<file path="src/rtl/core/gac_pkg.sv">
// Package for the ancestor counting engine: sizes, operation codes and the
// command and status structs shared by the controller and the datapath.
package gac_pkg;
  localparam int NODES = 256;
  localparam int NODE_W = $clog2(NODES);
  localparam int COL_WORDS = (NODES + 63) / 64;
  localparam int WSEL_W = (COL_WORDS > 1) ? $clog2(COL_WORDS) : 1;
  localparam int ADDR_W = $clog2(NODES * COL_WORDS);
  localparam int CNT_W = NODE_W + 1;

  localparam logic [1:0] OP_ADD = 2'd0;
  localparam logic [1:0] OP_CLEAR = 2'd1;
  localparam logic [1:0] OP_QUERY = 2'd2;

  typedef struct packed {
    logic clear_step;
    logic edge_read;
    logic edge_write;
    logic query_init;
    logic pop;
    logic word_read;
    logic word_scan;
    logic next_word;
  } gac_cmd_t;

  typedef struct packed {
    logic clear_last;
    logic stack_empty;
    logic last_word;
    logic scan_done;
  } gac_status_t;
endpackage

</file>
<file path="src/rtl/core/gac_ctrl.sv">
// Controller state machine of the ancestor counting engine.
// Depends on gac_pkg for the command and status structs.
module gac_ctrl (
  input  logic                 clk,
  input  logic                 rst,
  input  logic                 in_fire,
  input  logic [1:0]           operation,
  input  logic                 edge_ok,
  input  logic                 start_ok,
  input  logic                 out_busy,
  input  gac_pkg::gac_status_t status,
  output gac_pkg::gac_cmd_t    cmd,
  output logic                 idle,
  output logic                 result_load
);
  import gac_pkg::*;

  localparam logic [2:0] S_IDLE = 3'd0;
  localparam logic [2:0] S_POP = 3'd1;
  localparam logic [2:0] S_READ = 3'd2;
  localparam logic [2:0] S_SCAN = 3'd3;
  localparam logic [2:0] S_DONE = 3'd4;
  localparam logic [2:0] S_EDGE = 3'd5;
  localparam logic [2:0] S_CLEAR = 3'd6;

  logic [2:0] state, state_next;

  always_ff @(posedge clk) begin
    if (rst) state <= S_CLEAR;
    else state <= state_next;
  end

  assign idle = (state == S_IDLE);

  always_comb begin
    state_next = state;
    cmd = '0;
    result_load = 1'b0;
    unique case (state)
      S_IDLE: begin
        if (in_fire) begin
          if (operation == OP_ADD && edge_ok) begin
            cmd.edge_read = 1'b1;
            state_next = S_EDGE;
          end
          if (operation == OP_CLEAR) state_next = S_CLEAR;
          if (operation == OP_QUERY) begin
            cmd.query_init = 1'b1;
            state_next = start_ok ? S_POP : S_DONE;
          end
        end
      end
      S_EDGE: begin
        cmd.edge_write = 1'b1;
        state_next = S_IDLE;
      end
      S_CLEAR: begin
        cmd.clear_step = 1'b1;
        if (status.clear_last) state_next = S_IDLE;
      end
      S_POP: begin
        if (status.stack_empty) state_next = S_DONE;
        else begin
          cmd.pop = 1'b1;
          state_next = S_READ;
        end
      end
      S_READ: begin
        cmd.word_read = 1'b1;
        state_next = S_SCAN;
      end
      S_SCAN: begin
        cmd.word_scan = 1'b1;
        if (status.scan_done) begin
          if (status.last_word) state_next = S_POP;
          else begin
            cmd.next_word = 1'b1;
            state_next = S_READ;
          end
        end
      end
      S_DONE: begin
        if (!out_busy) begin
          result_load = 1'b1;
          state_next = S_IDLE;
        end
      end
      default: state_next = S_IDLE;
    endcase
  end

`ifndef SYNTH
  a_done_needs_room: assert property (@(posedge clk) disable iff (rst)
    result_load |-> !out_busy) else $error("result loaded over a pending one");
  a_read_then_scan: assert property (@(posedge clk) disable iff (rst)
    cmd.word_read |=> cmd.word_scan) else $error("read not followed by scan");
  a_pop_nonempty: assert property (@(posedge clk) disable iff (rst)
    cmd.pop |-> !status.stack_empty) else $error("pop of empty stack");
  a_edge_pair: assert property (@(posedge clk) disable iff (rst)
    cmd.edge_read |=> cmd.edge_write) else $error("edge read not followed by write");
`endif
endmodule

</file>
<file path="config.mk">
export PLATFORM = sky130hd
export DESIGN_NAME = gac_ctrl
export DESIGN_NICKNAME = d
export VERILOG_FILES = /design/src/rtl/core/gac_pkg.sv /design/src/rtl/core/gac_ctrl.sv
export SDC_FILE = /design/constraint.sdc
export NUM_CORES = 1
export LEC_CHECK = 0
export BUFFER_PORTS_ARGS = -buffer_cell sky130_fd_sc_hd__buf_2
export CORE_AREA = 2 2 39 41
export DETAILED_ROUTE_END_ITERATION = 10
export DIE_AREA = 0 0 41 43
export GPL_ROUTABILITY_DRIVEN = 0
export PLACE_DENSITY = 0.74
export SETUP_SLACK_MARGIN = 0.3
export SYNTH_ARGS = -nofsm -noshare
export SYNTH_HDL_FRONTEND = slang
export SYNTH_SLANG_ARGS = --single-unit
</file>
<file path="constraint.sdc">
create_clock -name clk -period 1.25 [get_ports clk]
set_input_delay 0.0625 -clock clk [delete_from_list [all_inputs] [get_ports clk]]
set_output_delay 0.0625 -clock clk [all_outputs]
set_load 0.005 [all_outputs]
</file>
==> impl_metrics.tcl, run 1 <==
set metrics [dict create \
    fmaxAchievable_ghz 0.7822 \
    power.share.combinational 0.704 \
    n_antenna_cell 0 \
    drt_first_pass_iters 4 \
    timing_worst_setup_path_type "reg -> out" \
    basic_gate_share_of_the_synthesized_area_counting_and_or_nand_and_nor_cells 0.3709 \
    synth-seq-cells 3 \
    place.detailed.instances 93 \
    finalWorstSetupSlack_ns -0.02839 \
    detail-route-antenna-nets 0 \
    worst_hold_path_type "in -> reg" \
    cts_tree "done" \
    final-hold-violation-count 0 \
    syn_area_um2 421.7 \
    leakagePower_nw 0.3840 \
    whs_ns 0.03783 \
    cts_root_buffer "clkbuf_4" \
    io_pins 22 \
    synth_largest_type_area_fraction 0.1424 \
    ys_warn_count 0 \
    sw_frac_of_total 0.3859 \
    clkTransAtPathRegs_ns 0.04 \
    crit_path_end_kind "output port" \
    tritoncts.num_buffers 3 \
    synth_compound_area_frac 0.2611 \
    antenna_found_initial 0 \
    async_flop_share 0 \
    max-slew-margin-rel 0.8380 \
    largestRegisters "state: 3 flops" \
    finish.cell_count_without_fillers 102 \
    ys.flop_type "dfxtp_1" \
    synth_top_family_by_area "simple AND/OR/NAND/NOR gates" \
    power.net_switching_mw 0.5337 \
    fin_nets 103 \
    die_w_um 41 \
    cts.sink_count 3 \
    failed_checks "setup timing" \
    post_synth_num_cell_types 30 \
    power_report.internal_total_mw 0.8493 \
    worst_setup_path_start_kind "flop" \
    power_frac_clock 0.123 \
    synth_enable_flop_cells 0 \
    clock_insertion_delay_worst_skew_ns 0.23 \
    power_density_mw_per_mm2 1724 \
    postCtsHoldBufs 0 \
    post_drt_wl_per_cell_um 10.80 \
    syn_inst 49 \
    grt_setup_unrepaired "yes" \
    synth_xor_xnor_area_share 0 \
    largest_reg_flops 3 \
    setup_violations 2 \
    synthesis.area_per_instance_um2 8.605 \
    timing.critical_path.fanout_max 4 \
    grt_pass1_wl_um 1835 \
    final.fill_count 116 \
    first_global_vias 464 \
    synth.yosys.seq_area_share 0.1424 \
    chipHeight_um 43 \
    ir_drop_mv 0.6735 \
    grt.total_usage 0.1558 \
    period_share 1.023 \
    drv_slew 0 \
    die-area_mm2 0.001763 \
    gr-total-overflow 0 \
    routed-via-count 505 \
    route.detailed.vias_per_inst 4.951 \
    worst-slew-pin-transition_ns 0.2425 \
    drive_gt1_frac 0.7791 \
    grt_start_max_net_pins 10 \
    place.detailed.hpwl_um 814.9 \
    synthAdderAreaFrac 0.1187 \
    layout-area-overhead-vs-synth_pct 90.21 \
    register_to_register_path_setup_slack_ns 0.02 \
    outcome "complete, but fails checks" \
    yosys-mux-area-fraction 0.02374 \
    drt_first_iter_violations 6 \
    cp_data_arrival_time_ns 1.22 \
    synthTopCellsByArea "dfxtp_1 14%, ha_1 12%, a21boi_4 4.5%, inv_1 4.5%, nand2b_2 4.2%" \
    route.detailed.drc 0 \
    start_util 0.3047 \
    drt-total-wl_um 1102 \
    port_buffers 21 \
    synthDominantAreaCellType "dfxtp_1" \
    sequentialPowerShare 0.173 \
    rows 14 \
    synth_nets 65 \
    period_needed_ns 1.278 \
    max_cap_violations 0 \
    finalClockSkew_ns 0.0006979 \
    timing.critical_path.required_ns 1.19 \
    clockBufferDepth 2 \
    post-place-ws_ns -0.08348 \
    largest-register "state" \
    core-area_mm2 0.001384 \
    cts_htree_levels 1 \
]
through the flow:
stage / TNS (ns) / utilization / power, mW / cell area, um2
finish: -0.03434 / 0.5796 / 1.383 / 802.0
global route: -0.3448 / 0.5796 / 1.504 / 802.0
CTS: -0.05238 / 0.5307 / 1.224 / 734.5
detailed placement: -0.1409 / 0.4412 / 0.8580 / 610.6
global placement: -0.05897 / 0.4412 / 0.8428 / 610.6
floorplan: 0 / - / 0.6656 / 436.7
worst max-delay path, stage by stage (launching register included):
cell and delay [ns]:
dfxtp_4 0.35, nor3_4 0.22, buf_6 0.13, and4_4 0.20
buf_6 0.09
cell usage after synthesis (2+ instances only):
master	count
nor3b_1	2
nand2_1	2
nand2b_2	2
nor2_1	3
dfxtp_1	3
ha_1	4
nor3_1	3
a21oi_1	2
and3_2	2
inv_1	5
nand2b_1	2
timing repair:
item                                    CTS  global route
endpoints found under the setup margin   13            13
resized for setup                        21            12
pin swaps                                 7             3
buffers inserted                          3             2
cells by family after synthesis:
group,count (synthesis)
compound gates,11
fa+ha+maj,4
flops,3
buf+inv,7
mux,1
simple gates,23
power by group through the flow:
stage                     sequential, mW  clock [mW]  combinational, mW
after floorplan                    0.202           0              0.464
after global placement             0.218           0              0.625
after detailed placement           0.221           0              0.637
after CTS                          0.238       0.176              0.811
after global routing               0.254       0.190               1.06
final                              0.240       0.170              0.974
worst paths after layout:
path,start,to,depth (start not counted)
setup / recovery,state[2]$_SDFFE_PP1P_,cmd[6],4
hold / removal,rst,state[0]$_SDFFE_PP0P_,2
setup reg to reg,state[2]$_SDFFE_PP1P_,state[2]$_SDFFE_PP1P_,4
hold reg to reg,state[1]$_SDFFE_PP1P_,state[1]$_SDFFE_PP1P_,3
layout make-up:
class	count	area [um2]	share of cell area
flip-flops and latches	3	71.32	0.08892
well taps	16	20.02	0.02496
repair buffers	35	264.0	0.3292
inverters	5	26.28	0.03276
clock buffers	4	26.28	0.03276
multi-input cells	39	394.1	0.4914
cells in the final DEF (no fill, tap or decap), drive strengths merged, types with 2 or more instances in the layout:
cell type	count
buf	35
nor3	5
inv	5
ha	4
clkbuf	4
nand2b	4
nor2	4
dfxtp	3
and3	3
a21oi	3
nor3b	2
nand2	2
routing by layer:
metal  wire length (um)  GRT usage  part of all wire
met4                  8     0.1000            0.0073
met1                445     0.1839              0.40
met5                  0          0                 0
met3                 90    0.03141             0.082
met2                558     0.2406              0.51
(Power assumes the default switching activity.)
==> run 2, diff against run 1 <==
SETUP_SLACK_MARGIN = unset   (was 0.3)
==> run 2 against run 1 <==
  * The run still ends with setup timing left
  * Clock skew rose by 0.0021 ns
  * Worst setup slack improved by 0.0059 ns
  * Sequential share of layout area is 0.82 points higher
  * Cell count shrank 2.9%
  * Utilization decreased by 6.8 points
  * Cell area down 12%
  * Clock power grew 5%
  * Critical path depth unchanged
  * Non-clock buffer count is 3 lower
  * Global-route usage fell by 1.1 points
  * Critical path type unchanged
==> impl_metrics.tcl, run 2 (synthesis gave the netlist of run 1 again) <==
set metrics [dict create \
    die_w_um 41 \
    worst_case_reg_to_reg_path_depth 4 \
    setup_violations 2 \
    start_util 0.3047 \
    timing_worst_setup_path_type "reg -> out" \
    failed_checks "setup timing" \
    grt_pass1_wl_um 1738 \
    final_common_cell "buf_2" \
    chipHeight_um 43 \
    gr-total-overflow 0 \
    critical-path-max-stage-delay_ns 0.34 \
    outcome "complete, but fails checks" \
    port_buffers 21 \
    grt_start_max_net_pins 10 \
    largestRegisters "state: 3 flops" \
    path_common_cell "buf_6" \
    whs_ns 0.04295 \
    period_share 1.018 \
    drv_slew 0 \
    route.detailed.drc 0 \
    cp_data_arrival_time_ns 1.21 \
    final-hold-violation-count 0 \
    regArea_um2 68.82 \
    io_pins 22 \
    fmaxAchievable_ghz 0.7858 \
    post_drt_wl_per_cell_um 11.12 \
    postCtsHoldBufs 0 \
    core-area_mm2 0.001384 \
    fin_nets 100 \
    final.fill_count 147 \
    rows 14 \
    multi_input_area_um2 369.1 \
    clkTransAtPathRegs_ns 0.04 \
    grt.total_usage 0.1444 \
    layout-area-overhead-vs-synth_pct 67.95 \
    antenna_found_initial 0 \
    detail-route-antenna-nets 0 \
    max-slew-margin-rel 0.8230 \
    worst_hold_path_type "in -> reg" \
    first_global_vias 424 \
    route.detailed.vias_per_inst 4.939 \
    cts_tree "done" \
    crit_path_end_kind "output port" \
    power_density_mw_per_mm2 1647 \
    finalWorstSetupSlack_ns -0.02252 \
    routed-via-count 489 \
    tritoncts.num_buffers 3 \
    clock_insertion_delay_worst_skew_ns 0.24 \
    period_needed_ns 1.273 \
    largest-register "state" \
    logic_depth_of_the_worst_setup_path_including_buffers 4 \
    drt_first_pass_iters 2 \
    drive_gt1_frac 0.6747 \
    timing.critical_path.required_ns 1.19 \
    worst_setup_path_start_kind "flop" \
    drt_first_iter_violations 2 \
    place.detailed.hpwl_um 869.4 \
    cts_root_buffer "clkbuf_4" \
    leakagePower_nw 0.3633 \
    clockBufferDepth 2 \
    top_family_by_delay_on_critical_path "simple AND/OR/NAND/NOR gates" \
    timing.critical_path.fanout_max 4 \
    largest_reg_flops 3 \
    max_cap_violations 0 \
    grt_setup_unrepaired "yes" \
    tns_ns -0.03451 \
    min_path_cells 2 \
    die-area_mm2 0.001763 \
    crit_path_slowest_cell "dfxtp_2" \
    ir_drop_mv 0.6604 \
    cts_htree_levels 1 \
    n_antenna_cell 0 \
    finalClockSkew_ns 0.002781 \
    power_mw 1.167 \
    drt-total-wl_um 1101 \
    mostFrequentLayoutCells "20 x buf_2, 8 x buf_4, 5 x inv_1, 4 x ha_1, 4 x buf_6" \
    cts.sink_count 3 \
    list_of_cells_traversed_by_the_critical_path "nor3_4, buf_6, and4_4, buf_6" \
    path_buf_inv 2 \
    worst-slew-pin-transition_ns 0.2650 \
]
==> run 2: cell count changes in the layout (fill, tap and decap cells not counted), moves of 2 or more <==
cell | previous run | this run
nor3_1 | 0 | 2
a21oi_2 | 2 | 0
buf_6 | 11 | 4
and3_4 | 2 | 0
a21oi_1 | 0 | 2
buf_2 | 16 | 20
inv_1 | 2 | 5
==> run 2: what timing repair did <==
| item | in CTS | in global routing |
|---|---|---|
| cloned | 0 | 0 |
| pin swaps | 5 | 2 |
| resized for setup | 12 | 5 |
| endpoints found under the setup margin | 8 | 8 |
| hold endpoints to repair | 0 | 0 |
| setup buffers | 1 | 0 |
==> run 2: metrics by stage <==
step	utilization	setup WS (ns)	std cells	area (um2)
floorplan	-	0.009857	49	421.7
global placement	0.4376	-0.09570	94	605.6
detailed placement	0.4376	-0.1712	94	605.6
CTS	0.4964	-0.04348	99	686.9
global route	0.5118	-0.08114	99	708.2
finish	0.5118	-0.02252	99	708.2
==> run 2: report_power, final <==
part | internal, mW | switching (mW)
logic | 0.412 | 0.344
clock network | 0.120 | 0.0585
registers | 0.159 | 0.0733
total | 0.691 | 0.476
==> run 2: area by class of cell <==
class	instances	area share
Multi-Input combinational cell	39	0.5212
Timing Repair Buffer	32	0.2898
Sequential cell	3	0.09717
Clock buffer	4	0.03710
Tap cell	16	0.02827
Inverter	5	0.02650
==> run 2: worst paths after layout <==
kind                         startpoint                     to  slack (ns)
setup / recovery  state[2]$_SDFFE_PP1P_                 cmd[6]       -0.02
hold / removal                      rst  state[0]$_SDFFE_PP0P_        0.04
setup reg to reg  state[2]$_SDFFE_PP1P_  state[2]$_SDFFE_PP1P_       -0.01
hold reg to reg   state[2]$_SDFFE_PP1P_  state[0]$_SDFFE_PP0P_        0.71
==> run 2: layer usage <==
| layer | up-vias | routed length [um] | global-route usage |
|---|---|---|---|
| li1 | 243 | - | - |
| met1 | 223 | 464 | 0.1795 |
| met2 | 21 | 541 | 0.2250 |
| met3 | 2 | 75 | 0.03665 |
| met4 | 0 | 20 | 0.06000 |
| met5 | - | 0 | 0 |
==> run 2: worst reg2reg max path, delay by kind of cell (launching register included) <==
kind             cells  cell delay [ns]
AND/OR/NAND/NOR      2             0.29
AO/OA/AOI/OAI        2             0.52
flip-flops           1             0.34
==> run 3, diff against run 2 <==
MAX_ROUTING_LAYER = met4   (was unset)
==> run 3 against run 2 <==
  * Clock power barely moved
  * Total power barely moved
  * Sequential cell count did not move
  * Clock skew did not move
  * First-iteration DRC count did not move
  * The flow still finishes with violations (setup timing)
  * Clock-buffer cell count did not move
  * Sequential power barely moved
  * Global-route usage rose by 0.36 points
  * Critical endpoint unchanged
  * Wire length did not move
  * Maximum frequency barely moved
==> impl_metrics.tcl, run 3 (synthesis gave the netlist of run 1 again) <==
set metrics [dict create \
    final_common_cell "buf_2" \
    timing_worst_setup_path_type "reg -> out" \
    grt.total_usage 0.1480 \
    detail-route-antenna-nets 0 \
    worst-slew-pin-transition_ns 0.2650 \
    final.fill_count 147 \
    finalWorstSetupSlack_ns -0.02252 \
    mostFrequentLayoutCells "20 x buf_2, 8 x buf_4, 5 x inv_1, 4 x ha_1, 4 x buf_6" \
    place.detailed.hpwl_um 869.4 \
    gr-total-overflow 0 \
    clkTransAtPathRegs_ns 0.04 \
    grt_pass1_wl_um 1738 \
    worst_setup_path_start_kind "flop" \
    max_cap_violations 0 \
    worstSetupStartpoint "state[2]$_SDFFE_PP1P_" \
    drt_first_pass_iters 2 \
    drive_gt1_frac 0.6747 \
    route.detailed.drc 0 \
    drt_first_iter_violations 2 \
    die_w_um 41 \
    failed_checks "setup timing" \
    tritoncts.num_buffers 3 \
    regArea_um2 68.82 \
    timing.critical_path.fanout_max 4 \
    startpoint_of_the_worst_hold_path "rst" \
    cts_root_buffer "clkbuf_4" \
    fin_nets 100 \
    rows 14 \
    antenna_found_initial 0 \
    post-place-ws_ns -0.1712 \
    ir_drop_mv 0.6604 \
    cp_data_arrival_time_ns 1.21 \
    crit_path_slowest_cell "dfxtp_2" \
    final-hold-violation-count 0 \
    drt-total-wl_um 1101 \
    setup_violations 2 \
    path_common_cell "buf_6" \
    largestRegisters "state: 3 flops" \
    whs_ns 0.04295 \
    io_pins 22 \
    worst_hold_path_type "in -> reg" \
    routed-via-count 489 \
    n_antenna_cell 0 \
    leakagePower_nw 0.3633 \
    crit_path_end_kind "output port" \
    route.detailed.vias_per_inst 4.939 \
    rr_startpoint "state[2]$_SDFFE_PP1P_" \
    post_drt_wl_per_cell_um 11.12 \
    start_util 0.3047 \
    largest_reg_flops 3 \
    clock_insertion_delay_worst_skew_ns 0.24 \
    clockBufferDepth 2 \
    max-slew-margin-rel 0.8230 \
    cts.sink_count 3 \
    critical-path-max-stage-delay_ns 0.34 \
    port_buffers 21 \
    cts_htree_levels 1 \
    period_share 1.018 \
    layout-area-overhead-vs-synth_pct 67.95 \
    die-area_mm2 0.001763 \
    core-area_mm2 0.001384 \
    outcome "complete, but fails checks" \
    period_needed_ns 1.273 \
    chipHeight_um 43 \
    drv_slew 0 \
    first_global_vias 424 \
    cts_tree "done" \
    list_of_cells_traversed_by_the_critical_path "nor3_4, buf_6, and4_4, buf_6" \
    grt_start_max_net_pins 10 \
    timing.critical_path.required_ns 1.19 \
    fmaxAchievable_ghz 0.7858 \
    postCtsHoldBufs 0 \
    finalClockSkew_ns 0.002781 \
    largest-register "state" \
    power_density_mw_per_mm2 1648 \
    multi_input_area_um2 369.1 \
    grt_setup_unrepaired "yes" \
]
## run 3: cell counts in the layout (fill, tap and decap cells not counted)
No cell type changed its count.
## run 3: routing by layer
layer	up-vias	track usage	wire [um]
li1	243	-	-
met1	223	0.1827	468
met2	21	0.2250	541
met3	2	0.03141	71
met4	0	0.06000	20
met5	-	-	0
## run 3: power by group
group / switching [mW] / internal [mW]
Clock: 0.0585 / 0.120
Combinational: 0.344 / 0.412
Sequential: 0.0733 / 0.159
Total: 0.476 / 0.691
## run 3: repair_timing
| action | 4_1_cts | 5_1_grt |
|---|---|---|
| pin swaps | 5 | 2 |
| buffers inserted | 1 | 0 |
| setup endpoints to repair | 8 | 8 |
| gates cloned | 0 | 0 |
| resized for setup | 12 | 5 |
## run 3: layout make-up
cell class	instances	area share
inverter	5	0.02650
multi-input combinational	39	0.5212
timing repair buffer	32	0.2898
tap	16	0.02827
clock buffer	4	0.03710
sequential	3	0.09717
## run 3: per-stage QoR
stage / instance area, um2 / instances / utilization / power (mW) / setup TNS (ns)
6_report: 708.2 / 99 / 0.5118 / 1.167 / -0.03451
5_1_grt: 708.2 / 99 / 0.5118 / 1.263 / -0.3699
4_1_cts: 686.9 / 99 / 0.4964 / 1.123 / -0.07423
3_5_place_dp: 605.6 / 94 / 0.4376 / 0.8574 / -0.2352
3_3_place_gp: 605.6 / 94 / 0.4376 / 0.8324 / -0.1303
2_1_floorplan: 421.7 / 49 / - / 0.6294 / 0
## run 3: path summary, 6_finish.rpt
kind / cells after the start / end / slack (ns)
worst min-delay path: 2 / state[0]$_SDFFE_PP0P_ / 0.04
worst max register to register: 4 / state[2]$_SDFFE_PP1P_ / -0.01
worst max-delay path: 4 / cmd[6] / -0.02
worst min register to register: 4 / state[0]$_SDFFE_PP0P_ / 0.71
## run 3: critical path, delay by kind of cell (launching register included)
kind          cells  cell delay (ns)
simple gates      2             0.42
flops             1             0.34
buf+inv           2             0.22
